[config.mk]
export PLATFORM = sky130hd
export DESIGN_NAME = debounced_rotary_encoder_decoder
export DESIGN_NICKNAME = d
export VERILOG_FILES = /design/src/hdl/dred_pkg.sv /design/src/hdl/dred_ctrl.sv /design/src/hdl/dred_knob.sv /design/src/hdl/debounced_rotary_encoder_decoder.sv
export SDC_FILE = /design/constraint.sdc
export NUM_CORES = 1
export LEC_CHECK = 0
export ABC_AREA = 1
export BUFFER_PORTS_ARGS = -buffer_cell sky130_fd_sc_hd__clkbuf_2
export CORE_MARGIN = 10
export CORE_UTILIZATION = 60
export DETAILED_ROUTE_END_ITERATION = 8
export PLACE_DENSITY = 0.8
export SYNTH_ARGS = -nofsm -noshare
export SYNTH_HDL_FRONTEND = slang
export SYNTH_SLANG_ARGS = --single-unit
[constraint.sdc]
create_clock -name clk -period 7.6 [get_ports clk]
set_input_delay 0.76 -clock clk [delete_from_list [all_inputs] [get_ports clk]]
set_output_delay 0.76 -clock clk [all_outputs]
set_load 0.02 [all_outputs]
[src/hdl/dred_pkg.sv]
// ----------------------------------------------------------------------------
// dred_pkg
// Shared types, register indexes and the quadrature step table for the
// debounced rotary encoder decoder.
// ----------------------------------------------------------------------------
package dred_pkg;

	// configuration register indexes
	localparam logic [1:0] REG_KNOB_TICKS   = 2'd0;
	localparam logic [1:0] REG_BUTTON_TICKS = 2'd1;
	localparam logic [1:0] REG_DETENT       = 2'd2;

	// configuration reset values
	localparam logic [23:0] KNOB_TICKS_RST   = 24'd27500;
	localparam logic [23:0] BUTTON_TICKS_RST = 24'd2750000;
	localparam logic [3:0]  DETENT_RST       = 4'd4;

	// detent limits
	localparam logic [3:0] DETENT_MIN = 4'd1;
	localparam logic [3:0] DETENT_MAX = 4'd8;

	// pending action codes
	localparam logic [1:0] ACT_NONE   = 2'd0;
	localparam logic [1:0] ACT_KNOB   = 2'd1;
	localparam logic [1:0] ACT_BUTTON = 2'd2;
	localparam logic [1:0] ACT_AUX    = 2'd3;

	// result kinds
	localparam logic KIND_KNOB   = 1'b0;
	localparam logic KIND_BUTTON = 1'b1;

	// step codes
	localparam logic signed [1:0] STEP_ZERO = 2'sb00;
	localparam logic signed [1:0] STEP_POS  = 2'sb01;
	localparam logic signed [1:0] STEP_NEG  = 2'sb11;

	// pin positions in the sample
	localparam int PIN_A   = 0;
	localparam int PIN_B   = 1;
	localparam int PIN_BTN = 2;
	localparam int PIN_AUX = 3;

	// lockout expiry, from the controller to the knob decoder and output
	typedef struct packed {
		logic knob;
		logic button;
		logic pressed;
	} fire_t;

	// detent step report from the knob decoder
	typedef struct packed {
		logic valid;
		logic neg;
	} step_t;

	// quadrature step for {previous AB, current AB}
	function automatic logic signed [1:0] quad_delta(input logic [3:0] idx);
		logic signed [1:0] d;
		case (idx)
			4'd1, 4'd7, 4'd8, 4'd14: d = STEP_NEG;
			4'd2, 4'd4, 4'd11, 4'd13: d = STEP_POS;
			default: d = STEP_ZERO;
		endcase
		return d;
	endfunction

endpackage

[src/hdl/dred_ctrl.sv]
// ----------------------------------------------------------------------------
// dred_ctrl
// Pin change detection and one-shot lockout counter; flags the tick on which
// a pending knob or button lockout expires.
// ----------------------------------------------------------------------------
module dred_ctrl import dred_pkg::*; #(
	parameter int LOCKOUT_WIDTH = 24
) (
	input  logic        clk,
	input  logic        arst_n,
	input  logic        en,
	input  logic [3:0]  pins,
	input  logic [23:0] knob_ticks,
	input  logic [23:0] button_ticks,
	output fire_t       fire
);

	localparam int EXT_W = 33;

	logic [3:0]               hist_q;
	logic                     hist_valid_q;
	logic [1:0]               pend_q;
	logic [LOCKOUT_WIDTH-1:0] cnt_q;

	logic [3:0]               changed;
	logic                     expire;
	logic [LOCKOUT_WIDTH-1:0] knob_load;
	logic [LOCKOUT_WIDTH-1:0] button_load;

	// debounce value to counter load: zero means one, saturate to counter width
	function automatic logic [LOCKOUT_WIDTH-1:0] lockout_load(input logic [23:0] ticks);
		logic [EXT_W-1:0] ext;
		logic [EXT_W-1:0] maxv;
		logic [LOCKOUT_WIDTH-1:0] v;
		ext  = EXT_W'(ticks);
		maxv = EXT_W'({LOCKOUT_WIDTH{1'b1}});
		if (ticks == 24'd0)
			v = LOCKOUT_WIDTH'(1);
		else if (ext > maxv)
			v = '1;
		else
			v = ext[LOCKOUT_WIDTH-1:0];
		return v;
	endfunction

	assign knob_load   = lockout_load(knob_ticks);
	assign button_load = lockout_load(button_ticks);

	// first sample after reset never counts as a change
	assign changed = hist_valid_q ? (pins ^ hist_q) : 4'd0;

	// the count reaches zero on this tick
	assign expire = (cnt_q <= LOCKOUT_WIDTH'(1));

	// expiry flags
	always_comb begin
		fire.knob    = en && (pend_q == ACT_KNOB) && expire;
		fire.button  = en && (pend_q == ACT_BUTTON) && expire;
		fire.pressed = ~pins[PIN_BTN];
	end

	// history and lockout state
	always_ff @(posedge clk or negedge arst_n) begin
		if (!arst_n) begin
			hist_q       <= '0;
			hist_valid_q <= 1'b0;
			pend_q       <= ACT_NONE;
			cnt_q        <= '0;
		end else if (en) begin
			hist_q       <= pins;
			hist_valid_q <= 1'b1;
			case (pend_q)
				ACT_NONE: begin
					if (changed[PIN_A] || changed[PIN_B]) begin
						pend_q <= ACT_KNOB;
						cnt_q  <= knob_load;
					end else if (changed[PIN_BTN]) begin
						pend_q <= ACT_BUTTON;
						cnt_q  <= button_load;
					end else if (changed[PIN_AUX]) begin
						pend_q <= ACT_AUX;
						cnt_q  <= button_load;
					end
				end
				default: begin
					if (cnt_q != '0)
						cnt_q <= cnt_q - LOCKOUT_WIDTH'(1);
					if (expire)
						pend_q <= ACT_NONE;
				end
			endcase
		end
	end

endmodule

[src/hdl/dred_knob.sv]
// ----------------------------------------------------------------------------
// dred_knob
// Quadrature decode against the last AB state and detent accumulation.
// ----------------------------------------------------------------------------
module dred_knob import dred_pkg::*; (
	input  logic       clk,
	input  logic       arst_n,
	input  logic       fire_knob,
	input  logic [1:0] cur_ab,
	input  logic [3:0] detent,
	output step_t      step
);

	logic [1:0]        last_ab_q;
	logic              last_ab_valid_q;
	logic signed [4:0] accum_q;

	logic [1:0]        prev_ab;
	logic signed [1:0] d;
	logic              reversal;
	logic signed [4:0] acc_sum;
	logic [3:0]        lim4;
	logic signed [4:0] lim;
	logic              hit_pos;
	logic              hit_neg;

	// clamp the detent register to its legal range
	always_comb begin
		if (detent < DETENT_MIN)
			lim4 = DETENT_MIN;
		else if (detent > DETENT_MAX)
			lim4 = DETENT_MAX;
		else
			lim4 = detent;
	end
	assign lim = $signed({1'b0, lim4});

	// seed on first decode, then table lookup
	assign prev_ab = last_ab_valid_q ? last_ab_q : cur_ab;
	assign d       = quad_delta({prev_ab, cur_ab});

	// accumulate, restarting on a change of direction
	assign reversal = ((accum_q > 5'sd0) && (d < 2'sd0)) || ((accum_q < 5'sd0) && (d > 2'sd0));
	assign acc_sum  = (reversal ? 5'sd0 : accum_q) + $signed({{3{d[1]}}, d});
	assign hit_pos  = (acc_sum >= lim);
	assign hit_neg  = (acc_sum <= -lim);

	always_comb begin
		step.valid = fire_knob && (hit_pos || hit_neg);
		step.neg   = hit_neg;
	end

	// decoder state
	always_ff @(posedge clk or negedge arst_n) begin
		if (!arst_n) begin
			last_ab_q       <= '0;
			last_ab_valid_q <= 1'b0;
			accum_q         <= '0;
		end else if (fire_knob) begin
			last_ab_q       <= cur_ab;
			last_ab_valid_q <= 1'b1;
			accum_q         <= (hit_pos || hit_neg) ? 5'sd0 : acc_sum;
		end
	end

endmodule

[src/hdl/debounced_rotary_encoder_decoder.sv]
// ----------------------------------------------------------------------------
// debounced_rotary_encoder_decoder
// Debounced quadrature knob and push button decoder, one pin sample per word.
//
// channel   dir  fields (lowest bit up)
// s_axis    in   tdata: enc_a_level, enc_b_level, enc_button_level, aux_button_level
// m_axis    out  tdata: step[1:0], pressed; tuser: event_kind
// cfg       in   0 knob_debounce_ticks, 1 button_debounce_ticks, 2 detent_counts
//
// one sample word per clock while no result is held; each word passes the
// input register and the decode logic into the result register
// the lockout counter counts accepted sample words, not clocks
// a held result stalls the input register, and ready drops once that is full
// reset clears the valid flags and decoder state, not the data registers, and loads the register defaults
// ----------------------------------------------------------------------------
module debounced_rotary_encoder_decoder import dred_pkg::*; #(
	parameter int LOCKOUT_WIDTH = 24
) (
	input  logic        clk,
	input  logic        arst_n,
	// sample words
	input  logic        s_axis_tvalid,
	output logic        s_axis_tready,
	input  logic [7:0]  s_axis_tdata,  // enc_a_level, enc_b_level, enc_button_level, aux_button_level
	// result words
	output logic        m_axis_tvalid,
	input  logic        m_axis_tready,
	output logic [7:0]  m_axis_tdata,  // step[1:0], pressed
	output logic        m_axis_tuser,  // event_kind
	// configuration writes
	input  logic        cfg_we,
	input  logic [1:0]  cfg_addr,
	input  logic [23:0] cfg_wdata
);

	logic [23:0] knob_ticks_q;
	logic [23:0] button_ticks_q;
	logic [3:0]  detent_q;

	logic        valid_s1;
	logic [3:0]  pins_s1;

	logic        advance;
	fire_t       fire;
	step_t       step;

	logic        res_valid;
	logic        res_kind;
	logic [1:0]  res_step;
	logic        res_pressed;

	logic        out_valid_q;
	logic [7:0]  out_data_q;
	logic        out_kind_q;

	// configuration registers
	always_ff @(posedge clk or negedge arst_n) begin
		if (!arst_n) begin
			knob_ticks_q   <= KNOB_TICKS_RST;
			button_ticks_q <= BUTTON_TICKS_RST;
			detent_q       <= DETENT_RST;
		end else if (cfg_we) begin
			case (cfg_addr)
				REG_KNOB_TICKS:   knob_ticks_q   <= cfg_wdata;
				REG_BUTTON_TICKS: button_ticks_q <= cfg_wdata;
				REG_DETENT:       detent_q       <= cfg_wdata[3:0];
				default:          ;
			endcase
		end
	end

	// a word moves on when the result register is free or being emptied
	assign advance       = valid_s1 && (!out_valid_q || m_axis_tready);
	assign s_axis_tready = !valid_s1 || advance;

	// input register
	always_ff @(posedge clk or negedge arst_n) begin
		if (!arst_n) begin
			valid_s1 <= 1'b0;
		end else if (s_axis_tvalid && s_axis_tready) begin
			valid_s1 <= 1'b1;
		end else if (advance) begin
			valid_s1 <= 1'b0;
		end
	end

	always_ff @(posedge clk) begin
		if (s_axis_tvalid && s_axis_tready)
			pins_s1 <= s_axis_tdata[3:0];
	end

	// change detection and lockout
	dred_ctrl #(
		.LOCKOUT_WIDTH(LOCKOUT_WIDTH)
	) u_ctrl (
		.clk          (clk),
		.arst_n       (arst_n),
		.en           (advance),
		.pins         (pins_s1),
		.knob_ticks   (knob_ticks_q),
		.button_ticks (button_ticks_q),
		.fire         (fire)
	);

	// quadrature decode
	dred_knob u_knob (
		.clk       (clk),
		.arst_n    (arst_n),
		.fire_knob (fire.knob),
		.cur_ab    ({pins_s1[PIN_A], pins_s1[PIN_B]}),
		.detent    (detent_q),
		.step      (step)
	);

	// result select
	always_comb begin
		res_valid   = step.valid || fire.button;
		res_kind    = fire.button ? KIND_BUTTON : KIND_KNOB;
		res_step    = fire.button ? STEP_ZERO : (step.neg ? STEP_NEG : STEP_POS);
		res_pressed = fire.button && fire.pressed;
	end

	// result register
	always_ff @(posedge clk or negedge arst_n) begin
		if (!arst_n) begin
			out_valid_q <= 1'b0;
		end else if (advance) begin
			out_valid_q <= res_valid;
		end else if (m_axis_tready) begin
			out_valid_q <= 1'b0;
		end
	end

	always_ff @(posedge clk) begin
		if (advance && res_valid) begin
			out_data_q <= {5'd0, res_pressed, res_step};
			out_kind_q <= res_kind;
		end
	end

	assign m_axis_tvalid = out_valid_q;
	assign m_axis_tdata  = out_data_q;
	assign m_axis_tuser  = out_kind_q;

	// knob and button never expire on the same tick
	a_one_fire: assert property (@(posedge clk) disable iff (!arst_n)
		!(fire.knob && fire.button))
		else $error("knob and button lockout expired together");

	// a held result is never overwritten
	a_no_overwrite: assert property (@(posedge clk) disable iff (!arst_n)
		(out_valid_q && !m_axis_tready) |-> !advance)
		else $error("result register overwritten while stalled");

	// knob results always carry a nonzero step
	a_knob_step: assert property (@(posedge clk) disable iff (!arst_n)
		(m_axis_tvalid && (m_axis_tuser == KIND_KNOB)) |-> (m_axis_tdata[1:0] != STEP_ZERO))
		else $error("knob result without a step");

	// a stalled sample word stays in the input register
	a_hold_s1: assert property (@(posedge clk) disable iff (!arst_n)
		(valid_s1 && !advance) |=> valid_s1)
		else $error("sample word lost from input register");

endmodule

# Word level (Yosys, flattened, before mapping)
# Memory sizes are Yosys's and may differ from the RTL's.
# Index checks and enable logic that the tools add are counted.
dict set report word_totals {
  mem_count 1
  out_inout_bits 11
  reg_bits 101
  rom_bits 32
}
# name words word_bits rd rd_clocked_by_memory_dff write_ports line_no
set memory_table {}
lappend memory_table {{(no name shown)} 16 2 1 0 0 dred_pkg.sv:59} ;# case (idx)
dict set report op_classes {
  n_mux 24
  bitwise 2
  addsub 3
  n_reduce_logical 33
  eq_ne 5
  order_cmp 9
}
# op count
set ops {}
lappend ops {{$mux 24} 7}
lappend ops {{$logic_not 24->1} 2}
lappend ops {{$le 24x1->1 const B} 1}
lappend ops {{$reduce_bool 24->1} 1}
lappend ops {{$sub 24x1->24 const B} 1}
lappend ops {{$mux 2} 7}
lappend ops {{$mux 4} 3}
lappend ops {{$logic_and 1x1->1} 11}
lappend ops {{$mux 5} 2}
lappend ops {{$reduce_bool 2->1} 4}
lappend ops {{$logic_or 1x1->1} 6}
lappend ops {{$reduce_and 2->1} 3}
lappend ops {{$reduce_and 3->1} 2}
lappend ops {{$add 5x2->5} 1}
lappend ops {{$ge 5x5->1} 1}
lappend ops {{$gt 5x1->1 const B} 1}
lappend ops {{$le 5x5->1} 1}
lappend ops {{$lt 5x1->1 const B} 1}
lappend ops {{$mux 1} 5}
lappend ops {{$neg 4->5} 1}
lappend ops {{$eq 2x1->1 const B} 2}
lappend ops {{$eq 2x2->1 const B} 2}
lappend ops {{$gt 4x4->1 const B} 1}
lappend ops {{$logic_not 2->1} 2}
lappend ops {{other kinds (7)} 8}

# Longest topological paths before layout
# An unclocked memory read counts as a cell.
dict set report depth {
  word_depth 12
  depth_mapped 27
  depth_no_buf 27
}

# Modules after synthesis
# From an unflattened synthesis, not the netlist that was laid out.
dict set report unflattened {
  cells_unflattened 890
  hier_area_um2 6388.6
}
# module area_each_um2 instances cells_each
set modules_own_cells {}
lappend modules_own_cells {dred_ctrl 2745.1 1 488}
lappend modules_own_cells {debounced_rotary_encoder_decoder 2580.0 1 264}
lappend modules_own_cells {dred_knob 1063.5 1 138}

# Worst setup path before layout
# OpenSTA, ideal clock, no wires.
dict set report synth_timing {
  kind {reg2reg}
  from {register pins_s1[1]}
  to {register out_data_q[0] (netlist: m_axis_tdata[0]), enable pin}
  period_less_slack_ns 3.515
  t_arrival_ns 3.207
  stages_incl_launch_ff 25
  setup_ns 0.308
  setup_slack_ns 4.085
  cell_sequence {edfxtp_1 inv_1 ha_1 inv_1 nand3_1 nand3_1 nand2_1 inv_1 nand3_1 nand2_1 nor2_1 ha_1 inv_1 fa_1 inv_1 ha_1 inv_1 nor2_1 o211ai_1 nand3_1 nand3_1 o21ai_0 nand2_2 nand2_1 nand2_1}
}
dict set report synth_between {
  elab_chain_cells 12
  word_cells_on_any_way 15
}
# element line_no
set synth_lines {}
lappend synth_lines {{start, declared} debounced_rotary_encoder_decoder.sv:41} ;# logic [3:0] pins_s1;
lappend synth_lines {{start signal, assigned} debounced_rotary_encoder_decoder.sv:89} ;# pins_s1 <= s_axis_tdata[3:0];
lappend synth_lines {{$mux 2} dred_knob.sv:39} ;# assign prev_ab = last_ab_valid_q ? last_ab_q : cur_ab;
lappend synth_lines {{$mem_v2 16x2 *} --}
lappend synth_lines {{$lt 2x1->1 / $gt 2x1->1 (equally long branches)} dred_knob.sv:43} ;# assign reversal = ((accum_q > 5'sd0) && (d < 2'sd0)) || ((accum_q < 5'sd0) && (d > 2'sd0));
lappend synth_lines {{$logic_and 1x1->1} dred_knob.sv:43}
lappend synth_lines {{$logic_or 1x1->1} dred_knob.sv:43}
lappend synth_lines {{$mux 5} dred_knob.sv:44} ;# assign acc_sum = (reversal ? 5'sd0 : accum_q) + $signed({{3{d[1]}}, d});
lappend synth_lines {{$add 5x2->5 *} dred_knob.sv:44}
lappend synth_lines {{$ge 5x5->1 / $le 5x5->1 (equally long branches)} {dred_knob.sv:45, dred_knob.sv:46}}
lappend synth_lines {{$logic_or 1x1->1 *} dred_knob.sv:49} ;# step.valid = fire_knob && (hit_pos || hit_neg);
lappend synth_lines {{$logic_and 1x1->1 *} dred_knob.sv:49}
lappend synth_lines {{$logic_or 1x1->1 *} debounced_rotary_encoder_decoder.sv:117} ;# res_valid = step.valid || fire.button;
lappend synth_lines {{$logic_and 1x1->1 *} debounced_rotary_encoder_decoder.sv:135} ;# if (advance && res_valid) begin
lappend synth_lines {{end signal, assigned} debounced_rotary_encoder_decoder.sv:136} ;# out_data_q <= {5'd0, res_pressed, res_step};
lappend synth_lines {{end, declared} debounced_rotary_encoder_decoder.sv:53} ;# logic [7:0] out_data_q;
# Mark *: on every way between the ends. The rest lies on a longest branch, timed or not.
# A chain may end at the register's enable or synchronous reset.

# Final worst setup path
dict set report layout_timing {
  from {register pins_s1[0]}
  to {register out_data_q[2] (netlist: m_axis_tdata[2]), enable pin}
}
# Same word-level chain as after synthesis.

==> run metrics <==
slowest CP cell edfxtp_1; CP arrival about 4.3 ns; layout cells sized above 1 0.172; final net count roughly 870; Final Hold Fails 0; cell repeated most along the worst path inv_1; drt drc 0; Synth Register Bits about 100; syn avg cell area between 7 and 8 sq um; fin crit period between 4 and 5 ns; peak supply drop approximately 0.00015 V; largest net degree at the start of global routing 76; Setup Buffers After CTS 0; CTS Buffer Depth 2; top post-synthesis cells by area dfrtp_1 (30%), nand2_1 (13%), dfstp_2 (9.2%), inv_1 (6.5%), o21ai_0 (6.5%); dpl hpwl between 9000 and 10000 um; drt wl/cell roughly 14 um; Max Fclk 239 MHz; final worst clock skew 0.0137 ns; startpoint type of the worst setup path flop; Antenna Diode Count 0; Rows 36; I/O Pins 50; met1 WL between 6000 and 7000 um; Crit path max-delay family simple AND/OR/NAND/NOR gates; Gate Count Post-Synth approximately 770; Setup violations, final 0; core area 9730 sq um; final estimated routing congestion in global placement roughly 0.9; total grt overflow 0; hold-fix buffer count after cts 0; met3 wire length ~730 um; worst setup margin around 3.4 ns; Initial Util 0.614; via count ~5000; top sig layer met4; CP Buf/Inv Count 6; Max-Cap Viols 0; DR iter-0 viols 363; dpl ws between 3 and 4 ns; first-pass GRT wire length about 23000 um; Routed Antenna Nets 0; DR WL met2 6160 um; Tot Pwr 1.68 mW; cell taking the most area after synthesis dfrtp_1; crit-path cells inv_1, ha_1, inv_1, nand3_1, nand3_1, nand2_1, inv_1, nand3_1, nand2_1, nor2_1, ha_1, inv_1, fa_1, inv_1, a31oi_1, inv_1, nand3_2, nand2_1, ha_1, o21ai_0, nand2_2, nand2_1, nand2_1; Root Buffer clkbuf_8; Die Y-Extent between 100 and 150 um; number of enable flip-flop cells after synthesis 8; Synth Cell Area roughly 6000 sq um; Pre-Repair DR Iteration Count 7; WS Path Type flop to flop; Die Wd ~120 um; Worst Tran Pin Value roughly 0.90 ns; Ys Warns 0; worst skew pair latency 0.37 ns; initial antenna violation count 0; CTS tree built; drt total wl between 10000 and 15000 um; total negative setup slack 0 ns; RSZ-0062 raised after global routing false; Clk pin slew, worst setup/hold paths around 0.10 ns; Slew HR 0.398; ys flop type dfrtp_1; Crit Path Max Fanout 6; die area 14300 sq um; top-area cell type share of the netlist area 0.302; H-tree Lvls 3; period utilisation layout 0.551; Seq/Total Area, Yosys 0.434; Area Growth Syn to Fin 7.58%; status complete, no violations; number of global-route vias before repair around 5000; worst hold path class primary input to asynchronous set/reset pin; vias per inst 5.39; IO buf count 40; Sink Count 101; post-CTS resize count 0; CP Data Required Time between 7 and 8 ns; synth unique cells 47; Global Route Usage Sum 0.187; PwrDens around 260 nW/um^2; list of most frequent post-synthesis cells nand2_1 (208), inv_1 (103), o21ai_0 (77); Critical Path Max Stage Delay 0.47 ns; max-slew violations 0; critical path endpoint category flop; Post-synth ARST share 0.921; CTS Buf Count 9; Leak roughly 3.3 nW; most frequent cell after synthesis nand2_1
-- cell type report --
class                      instances  area, sq um
fill                             863         3300
multi-input combinational        538         2800
sequential                       101         2590
inverter                         113          432
timing repair buffer              44          233
tap                              133          166
clock buffer                       9          124
clock inverter                     7         73.8
-- sequential cells by signal (all words and copies together), names as in the netlist, 3 cells and up --
| register | count |
|---|---|
| button_ticks_q | 24 |
| detent_q | 4 |
| knob_ticks_q | 24 |
| u_knob.accum_q | 5 |
| u_ctrl.cnt_q | 24 |
| pins_s1 | 4 |
| u_ctrl.hist_q | 4 |
| m_axis_tdata | 3 |
-- per-layer routing --
| layer | vias to the layer above | global-route usage |
|---|---|---|
| li1 | 2546 | - |
| met4 | 0 | 0.0452 |
| met2 | 143 | 0.300 |
| met3 | 11 | 0.0328 |
| met1 | 2394 | 0.258 |
| met5 | - | 0 |
-- through the flow --
| step | hold WS [ns] | std cells | util | cell area [sq um] |
|---|---|---|---|---|
| 2_1_floorplan | 0.453 | 778 | - | 5990 |
| 3_3_place_gp | 0.466 | 929 | 0.640 | 6230 |
| 3_5_place_dp | 0.474 | 929 | 0.640 | 6230 |
| 4_1_cts | 0.243 | 945 | 0.660 | 6430 |
| 5_1_grt | 0.242 | 945 | 0.660 | 6430 |
| 6_report | 0.243 | 945 | 0.660 | 6430 |
-- worst register-to-register path, cell delays in order (launching register included) --
cell      delay (ns)
edfxtp_1        0.47
inv_1           0.23
ha_1            0.30
inv_1           0.08
nand3_1         0.10
nand3_1         0.09
nand2_1         0.08
inv_1           0.09
nand3_1         0.09
nand2_1         0.12
nor2_1          0.05
ha_1            0.19
inv_1           0.07
fa_1            0.20
inv_1           0.06
a31oi_1         0.27
inv_1           0.09
nand3_2         0.10
nand2_1         0.10
ha_1            0.32
o21ai_0         0.44
nand2_2         0.14
nand2_1         0.12
nand2_1         0.13
-- power by group --
part / switching [mW] / internal, mW / total, mW
Clock: 0.211 / 0.130 / 0.341
Sequential: 0.0981 / 0.663 / 0.761
Combinational: 0.375 / 0.200 / 0.575
-- cell families after synthesis --
logic type | Yosys count | share of synthesized area
xor+xnor | 7 | 0.0103
flops | 101 | 0.434
compound gates | 144 | 0.143
fa+ha+maj | 20 | 0.0432
other cells | 1 | 0.000628
simple gates | 361 | 0.269
buf+inv | 139 | 0.0999
-- cells in the final DEF (no fill, tap or decap), types with 3 or more instances in the layout --
cell type / instances
a21oi_1: 13
a22oi_1: 4
buf_4: 5
clkbuf_2: 39
clkbuf_8: 9
conb_1: 6
dfrtp_1: 72
dfstp_2: 21
edfxtp_1: 8
ha_1: 19
inv_1: 103
inv_2: 7
inv_8: 3
nand2_1: 208
nand2_2: 10
nand2_4: 4
nand3_1: 42
nand3_2: 5
nand4_1: 6
nor2_1: 63
nor2_2: 6
nor3_1: 3
nor4_1: 7
o211ai_1: 3
o21ai_0: 77
o21ai_1: 11
o21ai_2: 19
o22ai_1: 3
o311ai_0: 5
xor2_1: 6
-- path summary, 6_finish.rpt --
check                                       startpoint                           end  slack [ns]  depth (start not counted)
max                               pins_s1[0]$_DFFE_PP_     m_axis_tdata[2]$_DFFE_PP_        3.41                         23
min                                             arst_n  u_ctrl.hist_q[1]$_DFFE_PN0P_        0.24                          1
max reg2reg                       pins_s1[0]$_DFFE_PP_     m_axis_tdata[2]$_DFFE_PP_        3.41                         23
min reg2reg                knob_ticks_q[0]$_DFFE_PN0P_   knob_ticks_q[0]$_DFFE_PN0P_        0.49                          2
max in group asynchronous                       arst_n  u_ctrl.cnt_q[13]$_DFFE_PN0P_        6.18                          2
min in group clk           knob_ticks_q[0]$_DFFE_PN0P_   knob_ticks_q[0]$_DFFE_PN0P_        0.49                          2
Power figures use the tool's default switching activity.
